===== config.mk =====
export PLATFORM = sky130hd
export DESIGN_NAME = hbridge_overcurrent_monitor_unit_flat
export DESIGN_NICKNAME = d
export VERILOG_FILES = /design/src/rtl/hom_pkg.sv /design/src/rtl/hom_if.sv /design/src/rtl/hbridge_overcurrent_monitor_unit.sv /design/src/rtl/hom_cfg_regs.sv /design/src/rtl/hom_in_stage.sv /design/src/rtl/hom_eval_stage.sv /design/src/flat_wrapper.sv
export SDC_FILE = /design/constraint.sdc
export NUM_CORES = 1
export LEC_CHECK = 0
export BUFFER_PORTS_ARGS = -buffer_cell sky130_fd_sc_hd__buf_2
export CORE_MARGIN = 2
export CORE_UTILIZATION = 55
export CTS_CLUSTER_SIZE = 25
export DETAILED_ROUTE_END_ITERATION = 8
export GPL_ROUTABILITY_DRIVEN = 0
export PLACE_DENSITY = 0.87
export SLEW_MARGIN = 40
export SYNTH_ARGS = -nofsm -noshare
export SYNTH_HDL_FRONTEND = slang
export SYNTH_SLANG_ARGS = --single-unit

===== constraint.sdc =====
create_clock -name i_clk -period 5.5 [get_ports i_clk]
set_clock_uncertainty 0.05 [all_clocks]
set_input_delay 0.825 -clock i_clk [delete_from_list [all_inputs] [get_ports i_clk]]
set_output_delay 0.825 -clock i_clk [all_outputs]
set_load 0.03 [all_outputs]

===== src/rtl/hom_pkg.sv =====
package hom_pkg;

    localparam int unsigned CURRENT_W   = 16;
    localparam int unsigned RETRY_W     = 8;
    localparam int unsigned CFG_IDX_W   = 3;
    localparam int unsigned CFG_DATA_W  = 16;
    localparam int unsigned COUNT_WIDTH = 8;

    localparam logic [CURRENT_W-1:0] OVERCURRENT_LIMIT_RST = 16'd250;
    localparam logic [CURRENT_W-1:0] SHUTDOWN_LIMIT_RST    = 16'd500;
    localparam logic [CURRENT_W-1:0] PROG_ACK_LIMIT_RST    = 16'd0;
    localparam logic [RETRY_W-1:0]   RETRY_LIMIT_RST       = 8'd3;
    localparam logic                 PROG_MODE_RST         = 1'b0;

    typedef enum logic [1:0] {
        MODE_OFF         = 2'd0,
        MODE_ON          = 2'd1,
        MODE_OVERCURRENT = 2'd2,
        MODE_SHUTDOWN    = 2'd3
    } t_mode;

    typedef enum logic [CFG_IDX_W-1:0] {
        REG_OVERCURRENT_LIMIT = 3'd0,
        REG_SHUTDOWN_LIMIT    = 3'd1,
        REG_PROG_ACK_LIMIT    = 3'd2,
        REG_RETRY_LIMIT       = 3'd3,
        REG_PROG_MODE         = 3'd4
    } t_reg_idx;

    typedef struct packed {
        logic [CURRENT_W-1:0] overcurrent_limit;
        logic [CURRENT_W-1:0] shutdown_limit;
        logic [CURRENT_W-1:0] prog_ack_limit;
        logic [RETRY_W-1:0]   retry_limit;
        logic                 prog_mode;
    } t_cfg;

    typedef struct packed {
        logic [CURRENT_W-1:0] current_ma;
        logic                 bridge_enabled;
    } t_in_item;

    typedef struct packed {
        t_mode bridge_state;
        logic  disable_bridge;
        logic  prog_short;
        logic  prog_ack;
        logic  shutdown_event;
        logic  short_event;
    } t_out_item;

endpackage


===== src/rtl/hom_if.sv =====
interface hom_in_if import hom_pkg::*; ();
    logic                 valid;
    logic                 ready;
    logic [CURRENT_W-1:0] current_ma;
    logic                 bridge_enabled;

    modport source (output valid, output current_ma, output bridge_enabled, input ready);
    modport sink   (input valid, input current_ma, input bridge_enabled, output ready);
endinterface

interface hom_out_if;
    logic       valid;
    logic       ready;
    logic [1:0] bridge_state;
    logic       disable_bridge;
    logic       prog_short;
    logic       prog_ack;
    logic       shutdown_event;
    logic       short_event;

    modport source (
        output valid, output bridge_state, output disable_bridge, output prog_short,
        output prog_ack, output shutdown_event, output short_event, input ready
    );
    modport sink (
        input valid, input bridge_state, input disable_bridge, input prog_short,
        input prog_ack, input shutdown_event, input short_event, output ready
    );
endinterface

interface hom_cfg_if import hom_pkg::*; ();
    logic                  valid;
    logic                  ready;
    logic [CFG_IDX_W-1:0]  index;
    logic [CFG_DATA_W-1:0] data;

    modport source (output valid, output index, output data, input ready);
    modport sink   (input valid, input index, input data, output ready);
endinterface


===== src/rtl/hbridge_overcurrent_monitor_unit.sv =====
// H-bridge overcurrent monitor. Each input item is one poll tick: a current
// reading in mA and the present bridge enable level. Every item yields exactly
// one result item with the new bridge state (off, on, overcurrent, shutdown),
// a request to drop the bridge enable, the programming-track short and ack
// flags, and shutdown or short event flags for reporting state changes. A
// reading at or above the shutdown limit shuts the bridge down at once; one at
// or above the overcurrent limit trips only after the retry counter has
// reached the retry limit, the counter saturating at its full scale. One item
// is taken every clock cycle unless the output stalls. An accepted item is
// held in the input register, then the evaluation stage updates the mode and
// retry counter and loads the result register. Limits are written through the
// configuration channel, which is always ready; write them only while no items
// are in flight.
module hbridge_overcurrent_monitor_unit import hom_pkg::*; #(
    parameter int unsigned COUNT_W = COUNT_WIDTH
) (
    input  logic      i_clk,
    input  logic      i_rst_n,
    hom_in_if.sink    i_in,
    hom_out_if.source o_out,
    hom_cfg_if.sink   i_cfg
);

    t_cfg      cfg;
    t_in_item  stage_item;
    logic      stage_valid;
    logic      stage_take;

    // limit registers
    hom_cfg_regs u_cfg_regs (
        .i_clk   (i_clk),
        .i_rst_n (i_rst_n),
        .i_cfg   (i_cfg),
        .o_cfg   (cfg)
    );

    // hold the incoming tick until the evaluation stage takes it
    hom_in_stage u_in_stage (
        .i_clk   (i_clk),
        .i_rst_n (i_rst_n),
        .i_in    (i_in),
        .i_take  (stage_take),
        .o_valid (stage_valid),
        .o_item  (stage_item)
    );

    // compare against the limits, advance the mode and counter, register the result
    hom_eval_stage #(
        .COUNT_W (COUNT_W)
    ) u_eval_stage (
        .i_clk   (i_clk),
        .i_rst_n (i_rst_n),
        .i_cfg   (cfg),
        .i_valid (stage_valid),
        .i_item  (stage_item),
        .o_take  (stage_take),
        .o_out   (o_out)
    );

endmodule


===== src/rtl/hom_cfg_regs.sv =====
module hom_cfg_regs import hom_pkg::*; (
    input  logic          i_clk,
    input  logic          i_rst_n,
    hom_cfg_if.sink       i_cfg,
    output t_cfg          o_cfg
);

    t_cfg r_cfg;
    t_cfg n_cfg;

    assign i_cfg.ready = 1'b1;

    always_comb begin
        n_cfg = r_cfg;
        if (i_cfg.valid) begin
            unique case (t_reg_idx'(i_cfg.index))
                REG_OVERCURRENT_LIMIT: n_cfg.overcurrent_limit = i_cfg.data;
                REG_SHUTDOWN_LIMIT:    n_cfg.shutdown_limit    = i_cfg.data;
                REG_PROG_ACK_LIMIT:    n_cfg.prog_ack_limit    = i_cfg.data;
                REG_RETRY_LIMIT:       n_cfg.retry_limit       = i_cfg.data[RETRY_W-1:0];
                REG_PROG_MODE:         n_cfg.prog_mode         = i_cfg.data[0];
                default:               n_cfg = r_cfg;
            endcase
        end
    end

    always_ff @(posedge i_clk) begin
        if (!i_rst_n) begin
            r_cfg.overcurrent_limit <= OVERCURRENT_LIMIT_RST;
            r_cfg.shutdown_limit    <= SHUTDOWN_LIMIT_RST;
            r_cfg.prog_ack_limit    <= PROG_ACK_LIMIT_RST;
            r_cfg.retry_limit       <= RETRY_LIMIT_RST;
            r_cfg.prog_mode         <= PROG_MODE_RST;
        end else begin
            r_cfg <= n_cfg;
        end
    end

    assign o_cfg = r_cfg;

endmodule


===== src/rtl/hom_in_stage.sv =====
module hom_in_stage import hom_pkg::*; (
    input  logic      i_clk,
    input  logic      i_rst_n,
    hom_in_if.sink    i_in,
    input  logic      i_take,
    output logic      o_valid,
    output t_in_item  o_item
);

    logic     r_valid;
    t_in_item r_item;
    logic     accept;

    // free when empty or when the held item moves on this cycle
    assign i_in.ready = !r_valid || i_take;
    assign accept     = i_in.valid && i_in.ready;

    always_ff @(posedge i_clk) begin
        if (!i_rst_n) begin
            r_valid <= 1'b0;
        end else if (accept) begin
            r_valid <= 1'b1;
        end else if (i_take) begin
            r_valid <= 1'b0;
        end
    end

    always_ff @(posedge i_clk) begin
        if (accept) begin
            r_item.current_ma     <= i_in.current_ma;
            r_item.bridge_enabled <= i_in.bridge_enabled;
        end
    end

    assign o_valid = r_valid;
    assign o_item  = r_item;

endmodule


===== src/rtl/hom_eval_stage.sv =====
module hom_eval_stage import hom_pkg::*; #(
    parameter int unsigned COUNT_W = COUNT_WIDTH
) (
    input  logic      i_clk,
    input  logic      i_rst_n,
    input  t_cfg      i_cfg,
    input  logic      i_valid,
    input  t_in_item  i_item,
    output logic      o_take,
    hom_out_if.source o_out
);

    localparam int unsigned CMP_W = (COUNT_W > RETRY_W) ? COUNT_W : RETRY_W;
    localparam logic [COUNT_W-1:0] COUNT_MAX = {COUNT_W{1'b1}};

    t_mode              r_mode;
    t_mode              n_mode;
    logic [COUNT_W-1:0] r_count;
    logic [COUNT_W-1:0] n_count;
    logic               r_out_valid;
    t_out_item          r_out;
    t_out_item          n_out;

    logic               at_shutdown;
    logic               at_overcurrent;
    logic               trip;

    assign o_take = i_valid && (!r_out_valid || o_out.ready);

    assign at_shutdown    = i_item.current_ma >= i_cfg.shutdown_limit;
    assign at_overcurrent = i_item.current_ma >= i_cfg.overcurrent_limit;
    assign trip           = CMP_W'(r_count) >= CMP_W'(i_cfg.retry_limit);

    always_comb begin
        n_mode  = r_mode;
        n_count = r_count;
        n_out   = '0;

        if (i_cfg.prog_mode) begin
            if (at_overcurrent) begin
                n_out.prog_short = 1'b1;
            end else if (i_item.current_ma >= i_cfg.prog_ack_limit) begin
                n_out.prog_ack = 1'b1;
            end
        end

        if (at_shutdown) begin
            n_out.disable_bridge = 1'b1;
            n_mode = MODE_SHUTDOWN;
        end else if (at_overcurrent) begin
            // compare first, then count up and hold at full scale
            if (r_count != COUNT_MAX) begin
                n_count = r_count + 1'b1;
            end
            if (trip) begin
                n_out.disable_bridge = 1'b1;
                n_mode = MODE_OVERCURRENT;
            end
        end else if (i_item.bridge_enabled) begin
            n_count = '0;
            n_mode  = MODE_ON;
        end else begin
            n_mode = MODE_OFF;
        end

        if (n_mode != r_mode) begin
            if (r_mode == MODE_SHUTDOWN || n_mode == MODE_SHUTDOWN) begin
                n_out.shutdown_event = 1'b1;
            end else if (r_mode == MODE_OVERCURRENT || n_mode == MODE_OVERCURRENT) begin
                n_out.short_event = 1'b1;
            end
        end

        n_out.bridge_state = n_mode;
    end

    always_ff @(posedge i_clk) begin
        if (!i_rst_n) begin
            r_mode      <= MODE_OFF;
            r_count     <= '0;
            r_out_valid <= 1'b0;
        end else begin
            if (o_take) begin
                r_mode      <= n_mode;
                r_count     <= n_count;
                r_out_valid <= 1'b1;
            end else if (o_out.ready) begin
                r_out_valid <= 1'b0;
            end
        end
    end

    always_ff @(posedge i_clk) begin
        if (o_take) begin
            r_out <= n_out;
        end
    end

    assign o_out.valid          = r_out_valid;
    assign o_out.bridge_state   = r_out.bridge_state;
    assign o_out.disable_bridge = r_out.disable_bridge;
    assign o_out.prog_short     = r_out.prog_short;
    assign o_out.prog_ack       = r_out.prog_ack;
    assign o_out.shutdown_event = r_out.shutdown_event;
    assign o_out.short_event    = r_out.short_event;

endmodule

===== src/flat_wrapper.sv =====
// flat-port wrapper written by rule: the top's interface ports become plain ports
module hbridge_overcurrent_monitor_unit_flat import hom_pkg::*;
#(
    parameter int unsigned COUNT_W = COUNT_WIDTH
)
  (i_clk, i_rst_n, i_in_valid, i_in_current_ma, i_in_bridge_enabled, i_in_ready, o_out_valid, o_out_bridge_state, o_out_disable_bridge, o_out_prog_short, o_out_prog_ack, o_out_shutdown_event, o_out_short_event, o_out_ready, i_cfg_valid, i_cfg_index, i_cfg_data, i_cfg_ready);
  hom_in_if i_in_i ();
  hom_out_if o_out_i ();
  hom_cfg_if i_cfg_i ();
  input  logic i_clk;
  input  logic i_rst_n;
  input wire logic [$bits(i_in_i.valid)-1:0] i_in_valid;
  input wire logic [$bits(i_in_i.current_ma)-1:0] i_in_current_ma;
  input wire logic [$bits(i_in_i.bridge_enabled)-1:0] i_in_bridge_enabled;
  output wire logic [$bits(i_in_i.ready)-1:0] i_in_ready;
  output wire logic [$bits(o_out_i.valid)-1:0] o_out_valid;
  output wire logic [$bits(o_out_i.bridge_state)-1:0] o_out_bridge_state;
  output wire logic [$bits(o_out_i.disable_bridge)-1:0] o_out_disable_bridge;
  output wire logic [$bits(o_out_i.prog_short)-1:0] o_out_prog_short;
  output wire logic [$bits(o_out_i.prog_ack)-1:0] o_out_prog_ack;
  output wire logic [$bits(o_out_i.shutdown_event)-1:0] o_out_shutdown_event;
  output wire logic [$bits(o_out_i.short_event)-1:0] o_out_short_event;
  input wire logic [$bits(o_out_i.ready)-1:0] o_out_ready;
  input wire logic [$bits(i_cfg_i.valid)-1:0] i_cfg_valid;
  input wire logic [$bits(i_cfg_i.index)-1:0] i_cfg_index;
  input wire logic [$bits(i_cfg_i.data)-1:0] i_cfg_data;
  output wire logic [$bits(i_cfg_i.ready)-1:0] i_cfg_ready;
  assign i_in_i.valid = i_in_valid;
  assign i_in_i.current_ma = i_in_current_ma;
  assign i_in_i.bridge_enabled = i_in_bridge_enabled;
  assign i_in_ready = i_in_i.ready;
  assign o_out_valid = o_out_i.valid;
  assign o_out_bridge_state = o_out_i.bridge_state;
  assign o_out_disable_bridge = o_out_i.disable_bridge;
  assign o_out_prog_short = o_out_i.prog_short;
  assign o_out_prog_ack = o_out_i.prog_ack;
  assign o_out_shutdown_event = o_out_i.shutdown_event;
  assign o_out_short_event = o_out_i.short_event;
  assign o_out_i.ready = o_out_ready;
  assign i_cfg_i.valid = i_cfg_valid;
  assign i_cfg_i.index = i_cfg_index;
  assign i_cfg_i.data = i_cfg_data;
  assign i_cfg_ready = i_cfg_i.ready;
  hbridge_overcurrent_monitor_unit #(.COUNT_W(COUNT_W)) u_core (.i_clk(i_clk), .i_rst_n(i_rst_n), .i_in(i_in_i), .o_out(o_out_i), .i_cfg(i_cfg_i));
endmodule

# Word-level counts from Yosys, hierarchy flattened
# Cells that the tools add are included.
[word_totals]
regBits = 93
in_bits = 41
[classes]
addsub = 1
magnitude_cmp = 4
eq_ne = 11
muxes = 17
n_bitwise = 3
reduce_logical = 20
[op_table]
columns = ["op", "n"]
rows = [
  ["$ge 16x16->1", 3],
  ["$mux 8", 3],
  ["$mux 1", 11],
  ["$reduce_and 2->1", 5],
  ["$add 8x1->8 const B", 1],
  ["$eq 2x2->1 const B", 4],
  ["$ge 8x8->1", 1],
  ["$ne 8x8->1 const B", 1],
  ["$eq 3x2->1 const B", 2],
  ["$mux 2", 3],
  ["$reduce_bool 2->1", 3],
  ["$logic_or 1x1->1", 4],
  ["$reduce_and 4->1", 1],
  ["$reduce_or 2->1", 2],
  ["$eq 3x1->1 const B", 1],
  ["$eq 3x3->1 const B", 1],
  ["$logic_not 3->1", 1],
  ["$not 1->1", 3],
  ["$logic_and 1x1->1", 2],
  ["$logic_not 1->1", 2],
  ["$ne 2x1->1 const B", 1],
  ["$ne 2x2->1", 1],
]

# Logic depth before layout (Yosys ltp)
[logic_depth]
word_depth = 7
mapped_depth = 10
mapped_depth_nobuf = 9

# Cells and area by module
# Synthesis repeated with hierarchy kept, for this count alone.
[unflattened]
hier_cells = 524
area_unflattened_um2 = 5112.4
[modules_own_cells]
columns = ["module", "instances", "cells_each", "area_each_um2", "seq_area_each_um2"]
rows = [
  ["hom_eval_stage", 1, 283, 2303.5, 430.4],
  ["hom_cfg_regs", 1, 219, 2240.9, 1141.1],
  ["hom_in_stage", 1, 22, 568.0, 530.5],
]

# Least setup slack after synthesis
# OpenSTA, ideal clock, no wires.
[synth_path]
path_type = "register to register"
start = "register u_core.u_in_stage.r_item (netlist bit u_core.u_in_stage.o_item[14])"
end = "register u_core.u_eval_stage.r_out (netlist bit u_core.u_eval_stage.o_out.short_event), data pin"
setup_ns = 0.254
arrival_ns = 1.889
path_slack_ns = 3.307
path_stages_with_launch = 9
path_cell_list = "edfxtp_1 > ha_1 > a21o_1 > a21o_1 > a221oi_1 > and2_1 > buf_2 > nor3_1 > o21a_1"
[synth_between]
elab_chain_cells = 6
elab_cells_between_ends = 12
[synth_lines]
columns = ["element", "line_no", "rtl"]
rows = [
  ["start, declared", "hom_in_stage.sv:11", "t_in_item r_item;"],
  ["$ge 16x16->1", "hom_eval_stage.sv:31", "assign at_overcurrent = i_item.current_ma >= i_cfg.overcurrent_limit;"],
  ["$mux 2", "hom_eval_stage.sv:50", "end else if (at_overcurrent) begin"],
  ["$mux 2 *", "hom_eval_stage.sv:47", "if (at_shutdown) begin"],
  ["$eq 2x2->1 (tied with other cells)", "hom_eval_stage.sv:69", "end else if (r_mode == MODE_OVERCURRENT || n_mode == MODE_OVERCURRENT) begin"],
  ["$logic_or 1x1->1 (tied with other cells)", "hom_eval_stage.sv:69", ""],
  ["$mux 1 or $reduce_or 2->1 (tied branches)", "n/a", ""],
  ["end signal, assigned", "hom_eval_stage.sv:95", "r_out <= n_out;"],
  ["end, declared", "hom_eval_stage.sv:21", "t_out_item r_out;"],
]
# Mark *: on every way between the ends. The rest lies on a longest branch, timed or not.
# A chain may end at the register's enable or synchronous reset.

# Final worst setup path
[layout_path]
start = "register u_core.u_in_stage.r_item (netlist bit u_core.u_in_stage.o_item[14])"
end = "register u_core.u_eval_stage.r_out (netlist bit u_core.u_eval_stage.o_out.bridge_state[0]), data pin"
[layout_between]
elab_chain_cells = 3
elab_cells_between_ends = 4
[layout_lines]
columns = ["element", "line_no", "rtl"]
rows = [
  ["$ge 16x16->1", "hom_eval_stage.sv:31", ""],
  ["$mux 2", "hom_eval_stage.sv:50", ""],
  ["$mux 2 *", "hom_eval_stage.sv:47", ""],
  ["named net u_core.u_eval_stage.n_mode[0]", "hom_eval_stage.sv:17", "t_mode n_mode;"],
]
# The timed path passes the listed nets; every way through them passes the cells marked *.

==> summary.md <==
| Metric | Value |
|---|---|
| Via-per-instance ratio | 5.67 |
| CTS max path bufs | 2 |
| HPWL after DPL | 8150 um |
| Synthesis-to-finish area growth | 11.1% |
| Most common cell after layout, fill and taps aside | nand2_1 |
| Die area | 0.00961 mm^2 |
| Global route overflow | 0 |
| Initial antenna violation count | 0 |
| Core area | 0.00864 mm^2 |
| CTS Root Cell | clkbuf_8 |
| Measured slew at the worst slew-check pin | 0.852 ns |
| Per-cell routed wire length | 15.5 um |
| Chip Height | 98.0 um |
| Yosys reg bits | 93 |
| Worst-Skew Late Latency | 0.36 ns |
| Synth Area per Inst | 8.70 um^2 |
| Setup Buffers After CTS | 0 |
| Hold Path Class | flop to flop |
| Placed inst area | 0.00517 mm^2 |
| DR vias | 4,035 |
| Boundary pin count | 51 |
| Core Rows | 34 |
| Post-route ant nets | 0 |
| Die W | 98.0 um |
| Yosys cell types | 49 |
| Vias in the first global route | 3,915 |
| Fmax | 386 MHz |
| Global-route wire length before repair | 18,200 um |
| Clock slew seen by the registers of the worst setup and hold paths | 0.09 ns |
| Starting density of the core | 56.3% |
| Fill cells | 723 |
| Post-Syn Area | 0.00486 mm^2 |
| IO buf count | 49 |
| Pre-antenna DRT Iters | 5 |
| Max Slew Vio Count | 0 |
| Critical path peak fanout | 12 |
| Critical Path Sink Type | flop |
| Worst Setup Path Type | flop to flop |
| Yosys warns | 0 |
| Synth Net Count | 657 |
| Detailed Route Iter0 Violations | 257 |
| Dominant synthesized flop cell | dfxtp_1 |
| Post-cts repair resize count | 0 |
| Final worst path period need | 2.59 ns |
| Endpoints failing setup | 0 |
| RSZ-0062 raised after global routing | false |
| CTS Hold Bufs | 0 |
| Asr flop ratio synth | 0% |
| Clock Sinks | 93 |
| Startpoint Class | flop |
| Largest net degree at the start of global routing | 44 |
| Ant diodes | 0 |
| Design Area, Final | 0.00540 mm^2 |
| DRC viols | 0 |
| Peak supply drop | 0.161 mV |
| Tcrit/Tclk final | 47.1% |
| Post-synth EDFFs | 24 |
| WP data required | 5.56 ns |
| Max_slew headroom | 43.2% |
| Pwr dens | 262 mW/mm^2 |
| Final wirelength | 11,000 um |
| TritonCTS clock tree | yes |
| Status | finished, final reports clean |
| Mapped Cells | 559 |
| Setup TNS | 0 ns |
| WP data arrival | 2.66 ns |
| Number of CTS-inserted buffers | 9 |
| Total track usage | 23.5% |
| CTS H-tree depth | 3 |
| Nets | 697 |
| Leakage | 2.22 nW |
| Fraction of layout cells with a size suffix above 1 | 12.7% |
| Post-synthesis sequential area ratio | 43.2% |
| Final Hold Viols | 0 |
| Commonest non-fill, non-tap cells in the layout | nand2_1, dfxtp_1, inv_1 |
| Maxcap violations | 0 |
-- layer usage --
layer  track usage (%)  vias to the layer above  wire, um
met3              5.30                       37       731
met1              28.1                     1859      4440
li1                  -                     1989         -
met4              12.1                        0       433
met2              39.7                      150      5400
met5                 0                        -         0
-- critical path: stages, from the launching register on --
cell and delay [ns]:
edfxtp_1 0.46, ha_1 0.34, a21o_1 0.18, a21o_1 0.17
a221oi_1 0.37, nand2_1 0.39, mux2i_1 0.30, nand2_1 0.09
-- state kept, by name, summed over array words and instances (netlist names), 2 cells and up --
signal and flops:
u_core.u_in_stage.o_item 17, u_core.u_eval_stage.r_mode 2, u_core.u_eval_stage.r_count 8, u_core.u_eval_stage.o_out.bridge_state 2
u_core.u_cfg_regs.o_cfg 57
-- Yosys cell counts (all sizes together), types with 2 or more instances --
| cell type | count | area share [%] |
|---|---|---|
| edfxtp | 24 | 15 |
| o21ai | 14 | 1.4 |
| nand2b | 3 | 0.39 |
| or3 | 2 | 0.26 |
| mux2i | 5 | 1.0 |
| o211ai | 14 | 2.2 |
| a41o | 2 | 0.41 |
| nand3 | 9 | 0.93 |
| o31ai | 3 | 0.46 |
| nor2 | 13 | 1.0 |
| and4 | 3 | 0.54 |
| o22ai | 6 | 0.77 |
| and3 | 4 | 0.51 |
| a21o | 12 | 2.0 |
| nor2b | 6 | 0.77 |
| a21oi | 60 | 6.2 |
| nand4 | 9 | 1.5 |
| inv | 62 | 4.8 |
| a31oi | 3 | 0.39 |
| a311oi | 2 | 0.36 |
| clkbuf | 16 | 1.2 |
| nor3 | 3 | 0.31 |
| nand2 | 126 | 9.8 |
| and2 | 7 | 1.0 |
| buf | 7 | 0.72 |
| a211oi | 3 | 0.57 |
| or2 | 2 | 0.26 |
| dfxtp | 69 | 28 |
| o21a | 3 | 0.46 |
| ha | 57 | 15 |
-- report_power, final --
part | internal, mW | leakage (nW) | switching [mW]
logic | 0.0607 | 1.32 | 0.0999
registers | 0.726 | 0.790 | 0.0152
clock network | 0.282 | 0.110 | 0.232
-- kinds of logic (layout without fill, tap and decap cells) --
kind of cell    after synthesis  count (layout)  share of synthesized area [%]
flops                        93              93                           43.2
compound gates              126             126                           16.0
other cells                   1               1                         0.0771
fa+ha+maj                    57              57                           14.7
buf+inv                      85             130                           6.74
simple gates                192             192                           18.3
mux                           5               5                           1.03
-- layout make-up --
type	instances	area (um^2)	share of cell area [%]
multi-input combinational	381	2440	45.1
sequential	93	2100	38.9
timing repair buffer	52	268	4.96
inverter	62	233	4.31
clock buffer	13	159	2.94
tap	108	135	2.50
clock inverter	3	67.6	1.25
-- worst paths after layout --
kind                                      from  cells past startpoint                                        end  slack, ns
hold reg to reg    u_core.u_cfg_regs.o_cfg[22]                      2                u_core.u_cfg_regs.o_cfg[22]       0.41
hold / removal     u_core.u_cfg_regs.o_cfg[22]                      2                u_core.u_cfg_regs.o_cfg[22]       0.41
setup / recovery  u_core.u_in_stage.o_item[14]                      7  u_core.u_eval_stage.o_out.bridge_state[0]       2.91
setup reg to reg  u_core.u_in_stage.o_item[14]                      7  u_core.u_eval_stage.o_out.bridge_state[0]       2.91
-- stage by stage --
stage	instances	utilization [%]	worst slack, ns	hold slack [ns]	power [mW]
after global routing	712	62.5	2.74	0.422	1.47
after detailed placement	696	59.9	2.93	0.397	0.913
after CTS	712	62.5	2.91	0.409	1.42
after global placement	696	59.9	2.81	0.391	0.902
after floorplan	559	-	3.31	0.386	0.860
final	712	62.5	2.91	0.407	1.42
(Power assumes the default switching activity.)
